File: src/hw/rtl/m4ct_pkg.sv
`default_nettype none
// ----------------------------------------------------------------------------
// m4ct_pkg
// Shared types and constants for the 4x4 column-major matrix-vector transform.
// ----------------------------------------------------------------------------
package m4ct_pkg;

    // widths of one element, one register and the register index
    localparam int DATA_W    = 32;
    localparam int REG_W     = 64;
    localparam int NUM_REGS  = 8;
    localparam int CFG_IDX_W = 3;
    localparam int MAX_DIM   = 4;

    // four full-width products plus rounding need two guard bits
    localparam int ACC_W = 2 * DATA_W + 2;

    // parameter defaults
    localparam int FRAC_BITS_DEF = 16;
    localparam int DIM_DEF       = 4;

    // saturation limits
    localparam logic signed [DATA_W-1:0] SAT_MAX = {1'b0, {(DATA_W-1){1'b1}}};
    localparam logic signed [DATA_W-1:0] SAT_MIN = {1'b1, {(DATA_W-1){1'b0}}};

    // register reset values form the identity matrix
    localparam logic [NUM_REGS-1:0][REG_W-1:0] CFG_RESET = {
        64'h0001_0000_0000_0000,  // col3 rows 2/3
        64'h0000_0000_0000_0000,  // col3 rows 0/1
        64'h0000_0000_0001_0000,  // col2 rows 2/3
        64'h0000_0000_0000_0000,  // col2 rows 0/1
        64'h0000_0000_0000_0000,  // col1 rows 2/3
        64'h0001_0000_0000_0000,  // col1 rows 0/1
        64'h0000_0000_0000_0000,  // col0 rows 2/3
        64'h0000_0000_0001_0000   // col0 rows 0/1
    };

    // one signed q16.16 element
    typedef logic signed [DATA_W-1:0] t_q;

    // matrix as [column][row]
    typedef t_q [MAX_DIM-1:0][MAX_DIM-1:0] t_mat;

    // input beat
    typedef struct packed {
        logic signed [DATA_W-1:0] in_x;
        logic signed [DATA_W-1:0] in_y;
        logic signed [DATA_W-1:0] in_z;
        logic signed [DATA_W-1:0] in_w;
    } t_vec_in;

    // output beat
    typedef struct packed {
        logic signed [DATA_W-1:0] out_x;
        logic signed [DATA_W-1:0] out_y;
        logic signed [DATA_W-1:0] out_z;
        logic signed [DATA_W-1:0] out_w;
        logic                     saturated;
    } t_vec_out;

endpackage
`default_nettype wire

File: src/hw/rtl/m4ct_regs.sv
`default_nettype none
// ----------------------------------------------------------------------------
// m4ct_regs
// Matrix register file: eight 64-bit write-only registers, two entries each,
// presented as a 4x4 column-major matrix.
// ----------------------------------------------------------------------------
module m4ct_regs (
    input  wire logic                                  i_clk,
    input  wire logic                                  i_rst_n,
    input  wire logic                                  i_cfg_we,
    input  wire logic [m4ct_pkg::CFG_IDX_W-1:0]        i_cfg_index,
    input  wire logic [m4ct_pkg::REG_W-1:0]            i_cfg_data,
    output m4ct_pkg::t_mat                             o_mat
);
    import m4ct_pkg::*;

    logic [NUM_REGS-1:0][REG_W-1:0] r_regs;

    // register writes, identity after reset
    always_ff @(posedge i_clk) begin
        if (!i_rst_n) begin
            r_regs <= CFG_RESET;
        end else if (i_cfg_we) begin
            r_regs[i_cfg_index] <= i_cfg_data;
        end
    end

    // register 2*col holds rows 0/1, register 2*col+1 rows 2/3
    for (genvar c = 0; c < MAX_DIM; c++) begin : g_col
        for (genvar r = 0; r < MAX_DIM; r++) begin : g_row
            assign o_mat[c][r] = r_regs[c * 2 + r / 2][(r % 2) * DATA_W +: DATA_W];
        end
    end

endmodule
`default_nettype wire

File: config.mk
export PLATFORM = sky130hd
export DESIGN_NAME = m4ct_regs
export DESIGN_NICKNAME = d
export VERILOG_FILES = /design/src/hw/rtl/m4ct_pkg.sv /design/src/hw/rtl/m4ct_regs.sv
export SDC_FILE = /design/constraint.sdc
export NUM_CORES = 1
export LEC_CHECK = 0
export ABC_CLOCK_PERIOD_IN_PS = 1300
export BUFFER_PORTS_ARGS = -buffer_cell sky130_fd_sc_hd__buf_2
export CAP_MARGIN = 20
export CORE_AREA = 2 2 225 227
export CTS_CLUSTER_SIZE = 12
export DETAILED_ROUTE_END_ITERATION = 10
export DIE_AREA = 0 0 227 229
export GPL_ROUTABILITY_DRIVEN = 0
export HOLD_SLACK_MARGIN = 0.15
export SLEW_MARGIN = 10
export SYNTH_ARGS = -nofsm -noshare
export SYNTH_HDL_FRONTEND = slang
export SYNTH_SLANG_ARGS = --single-unit
export TNS_END_PERCENT = 20
File: constraint.sdc
create_clock -name i_clk -period 1.3 [get_ports i_clk]
set_input_delay 0.195 -clock i_clk [delete_from_list [all_inputs] [get_ports i_clk]]
set_output_delay 0.195 -clock i_clk [all_outputs]
set_load 0.01 [all_outputs]
* After elaboration in Yosys (flattened, before gate mapping)
Cells that the tools add are included.
** Word-level totals
- Bits in registers :: 512
- Bits in latches :: 0
- Memory bits (writable) :: 0
- ROM bits :: 0
- Bits of input ports :: 70
- Output and inout port bits :: 512
- Logic and storage cells :: 14
- Memories kept :: 0
** Cells by class
- Add/subtract/negate cells :: 0
- Multiply operators :: 0
- Div/mod/pow operators :: 0
- Order comparisons :: 2
- Equality and inequality tests :: 0
- Shift operators :: 0
- Mux-type cells :: 3
- Bitwise logic cells :: 0
- Reductions and logical operators :: 1
** Operators with widths (count)
- 512-bit bitwise mux :: 1
- 64-bit demux with 3-bit select :: 1
- 64-bit 2-to-1 mux :: 1
- 3-bit by 4-bit < comparator with 1-bit output, second input constant :: 1
- 3-bit by 1-bit >= comparator with 1-bit output, second input constant :: 1
- 1-bit logical AND :: 1

* Logic depth before layout (Yosys ltp)
Gate-level depths: netlist of run 1.
- Depth after elaboration :: 5
- Mapped depth :: 5
- Gate-level depth less buffers :: 2

* Least setup slack after synthesis of run 1
Ideal clock, no wire load.
- Kind :: input to register
- Start point :: input port i_cfg_index[2] (netlist bit)
- End point :: register r_regs, in the netlist o_mat[42]
- Setup time :: 73 ps
- Arrival :: 987 ps
- Data required time :: 1227 ps
- Path slack :: 241 ps
- Stages :: 4
- Path buffers :: 2
- Path through :: nor4b_4 > buf_12 > buf_12 > mux2i_1
** Between the ends
- Cells in the longest elaborated chain, start to end :: 5
- Elaborated cells between the ends (all ways) :: 6
- Those cells by class :: order compare: 2; mux: 3; reduce/logical: 1
** RTL lines
- from (decl) :: line m4ct_regs.sv:11 : input wire logic [m4ct_pkg::CFG_IDX_W-1:0] i_cfg_index,
- 3-bit by 4-bit < comparator with 1-bit output (implied by the code) or 3-bit by 1-bit >= comparator with 1-bit output (tied branches) :: line m4ct_regs.sv:24 : r_regs[i_cfg_index] <= i_cfg_data;
- 1-bit logical AND (implied by the code) :: line m4ct_regs.sv:24
- 64-bit 2-to-1 mux (implied by the code) :: line m4ct_regs.sv:24
- 64-bit demux with 3-bit select * :: line m4ct_regs.sv:24
- 512-bit bitwise mux * :: line m4ct_regs.sv:24
- to (signal, indexed assignment) :: line m4ct_regs.sv:24
- to (decl) :: line m4ct_regs.sv:17 : logic [NUM_REGS-1:0][REG_W-1:0] r_regs;
Mark *: on every way between the ends. The rest lies on a longest branch, timed or not.
A chain may end at the register's enable or synchronous reset.

==> impl_metrics.ini, run 1 <==
[run_status]
outcome = finished with violations
violations = negative setup slack

[clock_tree]
cts_buffers = 53
cts_tree = yes
htreeDepth = 2
clk_pin_slew_ns = 0.06
cts_root_buf = clkbuf_16
clk_latency_ns = 0.59
cts_sinks = 512
cts_buffer_depth = 3

[sta]
fin_crit_ns = 1.325
skew_ns = 0
worst_slack_ns = -0.02500
relSlewSlack_pct = 72.29
slew_viol_final = 0
fmax_mhz = 754.7
rsz0062_at_grt = yes
hold_viol_final = 0
setup_violations = 3
fin_crit_sh_pct = 101.9
worstMarginPinSlew_ns = 0.4147

[global_routing]
groute.layer.met3.usage_pct = 7.056
grt.met2_usage_pct = 37.87
grt_pass1_wl_um = 89200
grt-ovfl-total = 0
grt_max_degree = 52
top_usage_layer = met2
antenna_found_initial = 0
grt.total_usage_pct = 22.20
met1_usage_pct = 26.20
grt_pass1_vias = 14960

[synthesis]
ys_top_cells_by_count = 572 x nand2_1, 512 x dfxtp_1, 512 x mux2i_1, 44 x clkbuf_1, 42 x buf_6
syn_area_um2 = 18580
yosysWarnings = 0
synth_top_area_cell = dfxtp_1
synth_edf_count = 0
synthFlopType = dfxtp_1
yosysUniqueCellTypes = 14
synth.most_common_cell = nand2_1
synth_top_area_share_pct = 55.16
synth-seq-cells = 512
synth_fp_nets = 1800
synthCells = 1730
synthTopCellsByArea = dfxtp_1 55%, mux2i_1 28%, nand2_1 12%, buf_6 2.5%, clkbuf_1 0.89%
synth_async_sr_flop_share_pct = 0
synth-seq-area-share_pct = 55.16
synth.avg_cell_area_um2 = 10.74

[place]
place_ws_ns = -0.1431
dp.final_hpwl_um = 42010
portBuffers = 581

[setup_path]
path_cells = dlygate4sd3_1, buf_12, buf_16, nand2_1, mux2i_1
path_class = in2reg
cp_max_fo = 49
start_kind = input port
cp-end-kind = flip-flop
cp.required_ns = 1.80
crit_path_top_delay_cell = dlygate4sd3_1
critPathArrivalTime_ns = 1.83
crit_path_max_incr_delay_ns = 0.60

[floorplanning]
io-pin-count = 582
core_um2 = 49660
die-area_um2 = 51980
die-width_um = 227
rows = 82
die_h_um = 229
start_util_pct = 37.42

[route]
drtAntennaViolNets = 0
wl_per_cell_um = 19.49
initialDrtViolationCount = 631
totalWireLength_um = 60650
avgViaCountPerCell = 4.770
drtPass1Iterations = 5
drc = 0
via_count = 14840

[power_and_ir_drop]
swShare_pct = 23.14
p_leak_uw = 0.01414
p_per_area_nw_per_um2 = 1280
switchingPower_uw = 7821
p_comb_share_pct = 7.9
clock_power_share_pct = 44.0
total_power_uw = 33800
p_int_uw = 25970
ir_drop_mv = 1.015
pwr-share-seq_pct = 48.2

[final_layout]
layout-drive-gt1-share_pct = 44.43
largest_reg_flops = 512
syn_to_final_growth_pct = 42.11
diodes = 0
nets = 2477

[run]
cap_violations = 0

[worst_hold_path]
hold_class = in2reg
==> logic make-up after synthesis <==
| family | after synthesis | share of synthesized area (%) |
|---|---|---|
| buffers and inverters | 120 | 5.010 |
| and+or+nand+nor | 586 | 12.24 |
| DFF | 512 | 55.16 |
| muxes | 512 | 27.58 |
==> cell type report <==
cell class                      count  area (um2)
Timing Repair Buffer              742        5736
Sequential cell                   512       10630
Tap cell                          672       840.8
Fill cell                        4512       23250
Multi-Input combinational cell   1098        7526
Clock inverter                     10       132.6
Clock buffer                       78        1543
==> metal layers <==
metal | part of all wire, % | wire (um) | vias up
met5 | 0 | 0 | -
met4 | 3.1 | 1901 | 0
met3 | 8.1 | 4915 | 109
met2 | 47 | 28800 | 479
met1 | 41 | 25040 | 7196
li1 | - | - | 7059
==> worst max-delay path, delay by kind of cell <==
kind / cells / cell delay [ns]
AND/OR/NAND/NOR: 1 / 0.29
multiplexers: 1 / 0.22
buffers and inverters: 3 / 1.06
==> repair_timing <==
item,in CTS,in global routing
cloned,0,1
endpoints found under the setup margin,208,448
hold endpoints to repair,483,51
resized for setup,277,299
setup buffers,2,0
hold buffers,58,7
==> cell usage in the layout (no fill, tap or decap), types with 8 or more instances in the layout <==
| master | count |
|---|---|
| dfxtp_1 | 213 |
| buf_12 | 32 |
| clkbuf_1 | 15 |
| clkbuf_16 | 56 |
| nand2_1 | 541 |
| buf_6 | 118 |
| buf_4 | 161 |
| mux2i_1 | 512 |
| dfxtp_2 | 298 |
| buf_2 | 362 |
| dlygate4sd3_1 | 65 |
| nand2_2 | 31 |
| clkbuf_8 | 8 |
==> power groups by stage <==
stage	registers, uW	logic [uW]	clock network [uW]
5_1_grt	16300	2840	15800
3_5_place_dp	16600	2340	0
3_3_place_gp	16500	2310	0
2_1_floorplan	16700	1080	0
6_report	16300	2670	14900
4_1_cts	16200	2560	15200
==> path summary, 6_finish.rpt <==
path / start / end / slack [ns] / cells after the start
setup / recovery: i_rst_n / o_mat[333] / -0.02 / 5
hold / removal: i_cfg_data[28] / o_mat[156] / 0.18 / 3
setup reg to reg: o_mat[255] / o_mat[255] / 0.55 / 3
hold reg to reg: o_mat[440] / o_mat[440] / 0.45 / 2
==> per-stage QoR <==
| stage | hold slack [ns] | instances | cell area [um2] | TNS, ns | utilization, % |
|---|---|---|---|---|---|
| 6_report | 0.1774 | 3112 | 26400 | -0.02927 | 53.17 |
| 4_1_cts | 0.1505 | 3104 | 25600 | -0.05414 | 51.55 |
| 2_1_floorplan | 0.3651 | 1730 | 18580 | 0 | - |
| 3_3_place_gp | 0.4389 | 2956 | 22570 | -15.57 | 45.45 |
| 3_5_place_dp | 0.4447 | 2956 | 22570 | -20.97 | 45.45 |
| 5_1_grt | 0.1731 | 3112 | 26400 | -1.672 | 53.17 |
Power figures use the tool's default switching activity.
==> run 2: changes to the inputs <==
--- a/config.mk
+++ b/config.mk
@@ -5,15 +5,17 @@
 export SDC_FILE = /design/constraint.sdc
 export NUM_CORES = 1
 export LEC_CHECK = 0
+export ABC_AREA = 1
 export ABC_CLOCK_PERIOD_IN_PS = 1300
 export BUFFER_PORTS_ARGS = -buffer_cell sky130_fd_sc_hd__buf_2
 export CAP_MARGIN = 20
-export CORE_AREA = 2 2 225 227
+export CORE_AREA = 2 2 224 226
 export CTS_CLUSTER_SIZE = 12
 export DETAILED_ROUTE_END_ITERATION = 10
-export DIE_AREA = 0 0 227 229
+export DIE_AREA = 0 0 226 228
 export GPL_ROUTABILITY_DRIVEN = 0
 export HOLD_SLACK_MARGIN = 0.15
+export PLACE_DENSITY = 0.65
 export SLEW_MARGIN = 10
 export SYNTH_ARGS = -nofsm -noshare
 export SYNTH_HDL_FRONTEND = slang
==> run 2 against run 1 <==
The flow now finishes without violations. Synthesized cell count is 65% higher. Sequential share of layout area fell by 2.2 points. Final cell count rose by 34%. Combinational power increased by 64%. Die area down 0.88%. Wire length increased by 21%. Hold slack improved by 0.082 ns. Sequential power is 2% higher.
==> impl_metrics.ini, run 2 <==
[synthesis]
synth_edf_count = 0
synthTopCellsByArea = dfxtp_1 52%, nor2_1 19%, nand3_1 11%, nand2_1 11%, buf_2 3.5%
synth-seq-area-share_pct = 51.53
syn_area_um2 = 19890
synth_top_area_share_pct = 51.53
yosysWarnings = 0
synth.most_common_cell = nor2_1
synthFlopType = dfxtp_1
ys_top_cells_by_count = 1019 x nor2_1, 583 x nand2_1, 512 x dfxtp_1, 449 x nand3_1, 139 x buf_2
synth_top_area_cell = dfxtp_1
synth.avg_cell_area_um2 = 6.966
synth_async_sr_flop_share_pct = 0
synth-seq-cells = 512
synth_fp_nets = 2925
yosysUniqueCellTypes = 14
synthCells = 2855

[final_layout]
n_fill_cell = 4734
regArea_um2 = 10690
final_util_pct = 56.89
final_common_cell = nor2_1
nets = 3540
multiInputGateArea_um2 = 8407
most-common-layout-cells = 1016 x nor2_1, 583 x nand2_1, 449 x nand3_1
layout-drive-gt1-share_pct = 32.62
largest_reg_flops = 512
syn_to_final_growth_pct = 41.17

[setup_path]
r2r_slack_ns = 0.08
path_cells = buf_6
crit_family = flip-flops
critPathArrivalTime_ns = 1.08
path_class = reg2out
crit_path_max_incr_delay_ns = 0.36
critPathBufInv = 1
cp_max_fo = 2
start_kind = flip-flop
cp.required_ns = 1.11
crit_path_top_delay_cell = dfxtp_1
cp-end-kind = output pin

[sta]
fin_crit_ns = 1.275
hold_viol_final = 0
holdWs_ns = 0.2591
setup_violations = 0
skew_ns = 0
fin_crit_sh_pct = 98.04
relSlewSlack_pct = 68.28
slew_viol_final = 0
worst_slack_ns = 0.02543
rsz0062_at_grt = yes
fmax_mhz = 784.6
worstMarginPinSlew_ns = 0.4753

[place]
portBuffers = 581
dp.final_hpwl_um = 48750
place_ws_ns = -0.1377

[global_routing]
grt.total_usage_pct = 27.44
grt_pass1_wl_um = 110200
grt_max_degree = 58
antenna_found_initial = 2
grt-ovfl-total = 0
grt_pass1_vias = 18820

[clock_tree]
cts_buffers = 55
clk_latency_ns = 0.59
clk_pin_slew_ns = 0.06
htreeDepth = 2
cts_root_buf = clkbuf_16
cts_tree = yes
cts_buffer_depth = 3
cts_sinks = 512

[route]
avgViaCountPerCell = 4.933
drtAntennaViolNets = 0
via_count = 20640
drc = 0
initialDrtViolationCount = 1646
drtPass1Iterations = 5
totalWireLength_um = 73210
wl_per_cell_um = 17.50

[power_and_ir_drop]
p_per_area_nw_per_um2 = 1308
p_leak_uw = 0.01330
ir_drop_mv = 0.9718

[floorplanning]
die_h_um = 228
start_util_pct = 40.30
rows = 82
core_um2 = 49350
die-width_um = 226
die-area_um2 = 51530
io-pin-count = 582

[run]
cap_violations = 0

[worst_hold_path]
hold_class = in2reg

[run_status]
outcome = complete, no violations
-- run 2: cell types whose count changed in the layout (fill, tap and decap cells not counted), sizes merged, moves of 13 or more --
cell | previous run | this run
nand2 | 572 | 585
inv | 1 | 72
nor2 | 0 | 1028
buf | 676 | 700
nand3 | 0 | 449
mux2i | 512 | 0
-- run 2: layer usage --
layer / share of wire, % / GRT usage [%] / wire length [um]
met5: 0 / 0 / 0
met4: 3.8 / 10.78 / 2754
met3: 8.2 / 6.414 / 5974
met1: 41 / 34.77 / 30260
met2: 47 / 45.02 / 34220
-- run 2: per-stage QoR --
step / setup TNS, ns / instance area [um2] / instances / total power, uW
detailed placement: -16.93 / 24310 / 4017 / 20940
global placement: -11.81 / 24310 / 4017 / 20910
finish: 0 / 28080 / 4184 / 36710
global route: -0.08612 / 28070 / 4182 / 38050
floorplan: 0 / 19890 / 2855 / 19110
CTS: -0.04323 / 27650 / 4181 / 36810
-- run 2: power by group --
| part | internal [uW] | total [uW] | switching [uW] |
|---|---|---|---|
| logic | 1770 | 4380 | 2620 |
| registers | 16300 | 16700 | 362 |
| clock network | 9240 | 15700 | 6410 |
-- run 2: kinds of logic (layout without fill, tap and decap cells) --
logic type             count (synthesis)  count (layout)  synth area share, %
DFF                                  512             512                51.53
other                                  0               2                    0
buffers and inverters                279             934                6.310
AOI/OAI and AO/OA                      2               2              0.05033
and+or+nand+nor                     2062            2062                42.10
-- run 2: layout make-up --
class | count | area share (%)
timing repair buffer | 767 | 21.60
multi-input combinational | 2064 | 29.94
clock inverter | 10 | 0.3922
clock buffer | 87 | 6.016
antenna | 2 | 0.01783
sequential | 512 | 38.09
tap | 672 | 2.995
inverter | 70 | 0.9537
-- run 2: worst reg2reg max path, stage by stage, from the launching register on --
cell and delay [ns]:
dfxtp_4 0.36, o21ai_0 0.09, nand3_1 0.08, dlygate4sd3_1 0.57
-- run 2: repair_timing --
item                       4_1_cts  5_1_grt
resized for setup              362      178
pin swaps                        0        1
setup buffers                    0        1
setup endpoints to repair      268      161
gates cloned                     0        0
hold endpoints to repair       495        0
hold buffers                    67        0
-- run 2: worst paths after layout --
kind	from	end	cells past startpoint
max	o_mat[197]	o_mat[197]	1
min	i_cfg_index[2]	o_mat[349]	7
max reg2reg	o_mat[336]	o_mat[336]	3
min reg2reg	o_mat[350]	o_mat[350]	2
==> run 3: changes to the inputs <==
--- a/config.mk
+++ b/config.mk
@@ -15,6 +15,7 @@
 export DIE_AREA = 0 0 226 228
 export GPL_ROUTABILITY_DRIVEN = 0
 export HOLD_SLACK_MARGIN = 0.15
+export MAX_ROUTING_LAYER = met4
 export PLACE_DENSITY = 0.65
 export SLEW_MARGIN = 10
 export SYNTH_ARGS = -nofsm -noshare
==> run 3 against run 2 <==
First-iteration DRC count down 4.0%. Die area unchanged. Sequential power about the same. Power about the same. Flip-flop and latch count unchanged. Fmax down 0.29%. Final area about the same. Wire length about the same. Non-clock buffer count unchanged. Critical path type unchanged. Clock skew unchanged. Count of clock-buffer cells in the layout unchanged. Critical endpoint is now o_mat[61]. Clock power about the same.
==> impl_metrics.ini, run 3 (synthesis results as in run 2) <==
[run_status]
outcome = complete, no violations

[route]
avgViaCountPerCell = 4.926
wl_met1_um = 30120
drc = 0
wl_per_cell_um = 17.50
met3WireLength_um = 6122
via_count = 20610
drtAntennaViolNets = 0
totalWireLength_um = 73220
dr.max_layer_used = met4
dr_wl_met2_um = 34320
initialDrtViolationCount = 1580
drtPass1Iterations = 5

[final_layout]
layout-drive-gt1-share_pct = 32.68
nets = 3540
n_fill_cell = 4738
largest_reg_flops = 512
final_util_pct = 56.86
multiInputGateArea_um2 = 8407
most-common-layout-cells = 1016 x nor2_1, 583 x nand2_1, 449 x nand3_1
syn_to_final_growth_pct = 41.09
regArea_um2 = 10700
final_common_cell = nor2_1

[global_routing]
grt.total_usage_pct = 28.26
grt_pass1_wl_um = 110100
grt_max_degree = 58
grt_pass1_vias = 18850
grt-ovfl-total = 0
antenna_found_initial = 2

[power_and_ir_drop]
swShare_pct = 25.60
p_comb_share_pct = 11.9
p_leak_uw = 0.01330
switchingPower_uw = 9400
clock_power_share_pct = 42.7
p_int_uw = 27320
p_per_area_nw_per_um2 = 1308
pwr-share-seq_pct = 45.4
ir_drop_mv = 0.9727
total_power_uw = 36720

[setup_path]
critPathArrivalTime_ns = 1.08
path_cells = buf_2
start_kind = flip-flop
timing.rr.start = o_mat[336]
cp.required_ns = 1.11
crit_path_max_incr_delay_ns = 0.35
crit_path_top_delay_cell = dfxtp_1
cp-end-kind = output pin
cp-startpoint = o_mat[61]
path_class = reg2out
critPathBufInv = 1
crit_family = flip-flops
cp_max_fo = 2

[sta]
worstMarginPinSlew_ns = 0.4806
rsz0062_at_grt = yes
skew_ns = 0
fmax_mhz = 782.3
relSlewSlack_pct = 67.93
slew_viol_final = 0
hold_viol_final = 0
fin_crit_sh_pct = 98.33
fin_crit_ns = 1.278
holdWs_ns = 0.2642
final.setup.tns_ns = 0
setup_violations = 0

[clock_tree]
clk_pin_slew_ns = 0.06
cts_buffer_depth = 3
cts_root_buf = clkbuf_16
cts_tree = yes
cts_buffers = 55
cts_sinks = 512
clk_latency_ns = 0.59
htreeDepth = 2

[floorplanning]
die-width_um = 226
rows = 82
die_h_um = 228
start_util_pct = 40.30
core_um2 = 49350
die-area_um2 = 51530
io-pin-count = 582

[place]
portBuffers = 581
dp.final_hpwl_um = 48750

[worst_hold_path]
hold_class = in2reg
min_from = i_cfg_index[0]

[run]
cap_violations = 0
run 3: changes by cell type in the layout (fill, tap and decap cells not counted):
| cell | before | now |
|---|---|---|
| dfxtp_2 | 340 | 342 |
| buf_4 | 107 | 110 |
| buf_2 | 417 | 418 |
| buf_6 | 116 | 112 |
| dfxtp_1 | 167 | 165 |
run 3: layer usage:
metal  vias up  global-route usage, %
met5         -                      -
met4         0                  10.62
met3       164                  6.350
met2       831                  45.14
met1      9521                  34.78
li1      10090                      -
run 3: power by group through the flow:
stage,registers [uW],logic (uW),clock network (uW)
global route,16700,4790,16500
global placement,16900,4000,0
floorplan,17100,1990,0
finish,16700,4380,15700
detailed placement,16900,4020,0
CTS,16600,4300,15900
run 3: repair_timing:
item | in CTS | in global routing
gates cloned | 0 | 0
setup endpoints to repair | 268 | 161
hold endpoints to repair | 495 | 0
gates resized for setup | 362 | 178
pin swaps | 0 | 1
hold buffers | 67 | 0
buffers inserted | 0 | 1
run 3: layout make-up:
class / instances / area share, %
Antenna cell: 2 / 0.01783
Clock buffer: 87 / 6.019
Clock inverter: 10 / 0.3924
Inverter: 70 / 0.9542
Multi-Input combinational cell: 2064 / 29.96
Sequential cell: 512 / 38.12
Tap cell: 672 / 2.996
Timing Repair Buffer: 767 / 21.54
run 3: through the flow:
step	worst slack (ns)	instances	area [um2]
finish	0.02177	4184	28060
global route	-0.02737	4184	28060
CTS	-0.02283	4181	27650
detailed placement	-0.1377	4017	24310
global placement	-0.07509	4017	24310
floorplan	0.1178	2855	19890
run 3: path summary, 6_finish.rpt:
| path | slack, ns | endpoint | cells past startpoint |
|---|---|---|---|
| worst max-delay path | 0.02 | o_mat[61] | 1 |
| worst min-delay path | 0.26 | o_mat[296] | 7 |
| worst max register to register | 0.09 | o_mat[336] | 3 |
| worst min register to register | 0.47 | o_mat[85] | 2 |
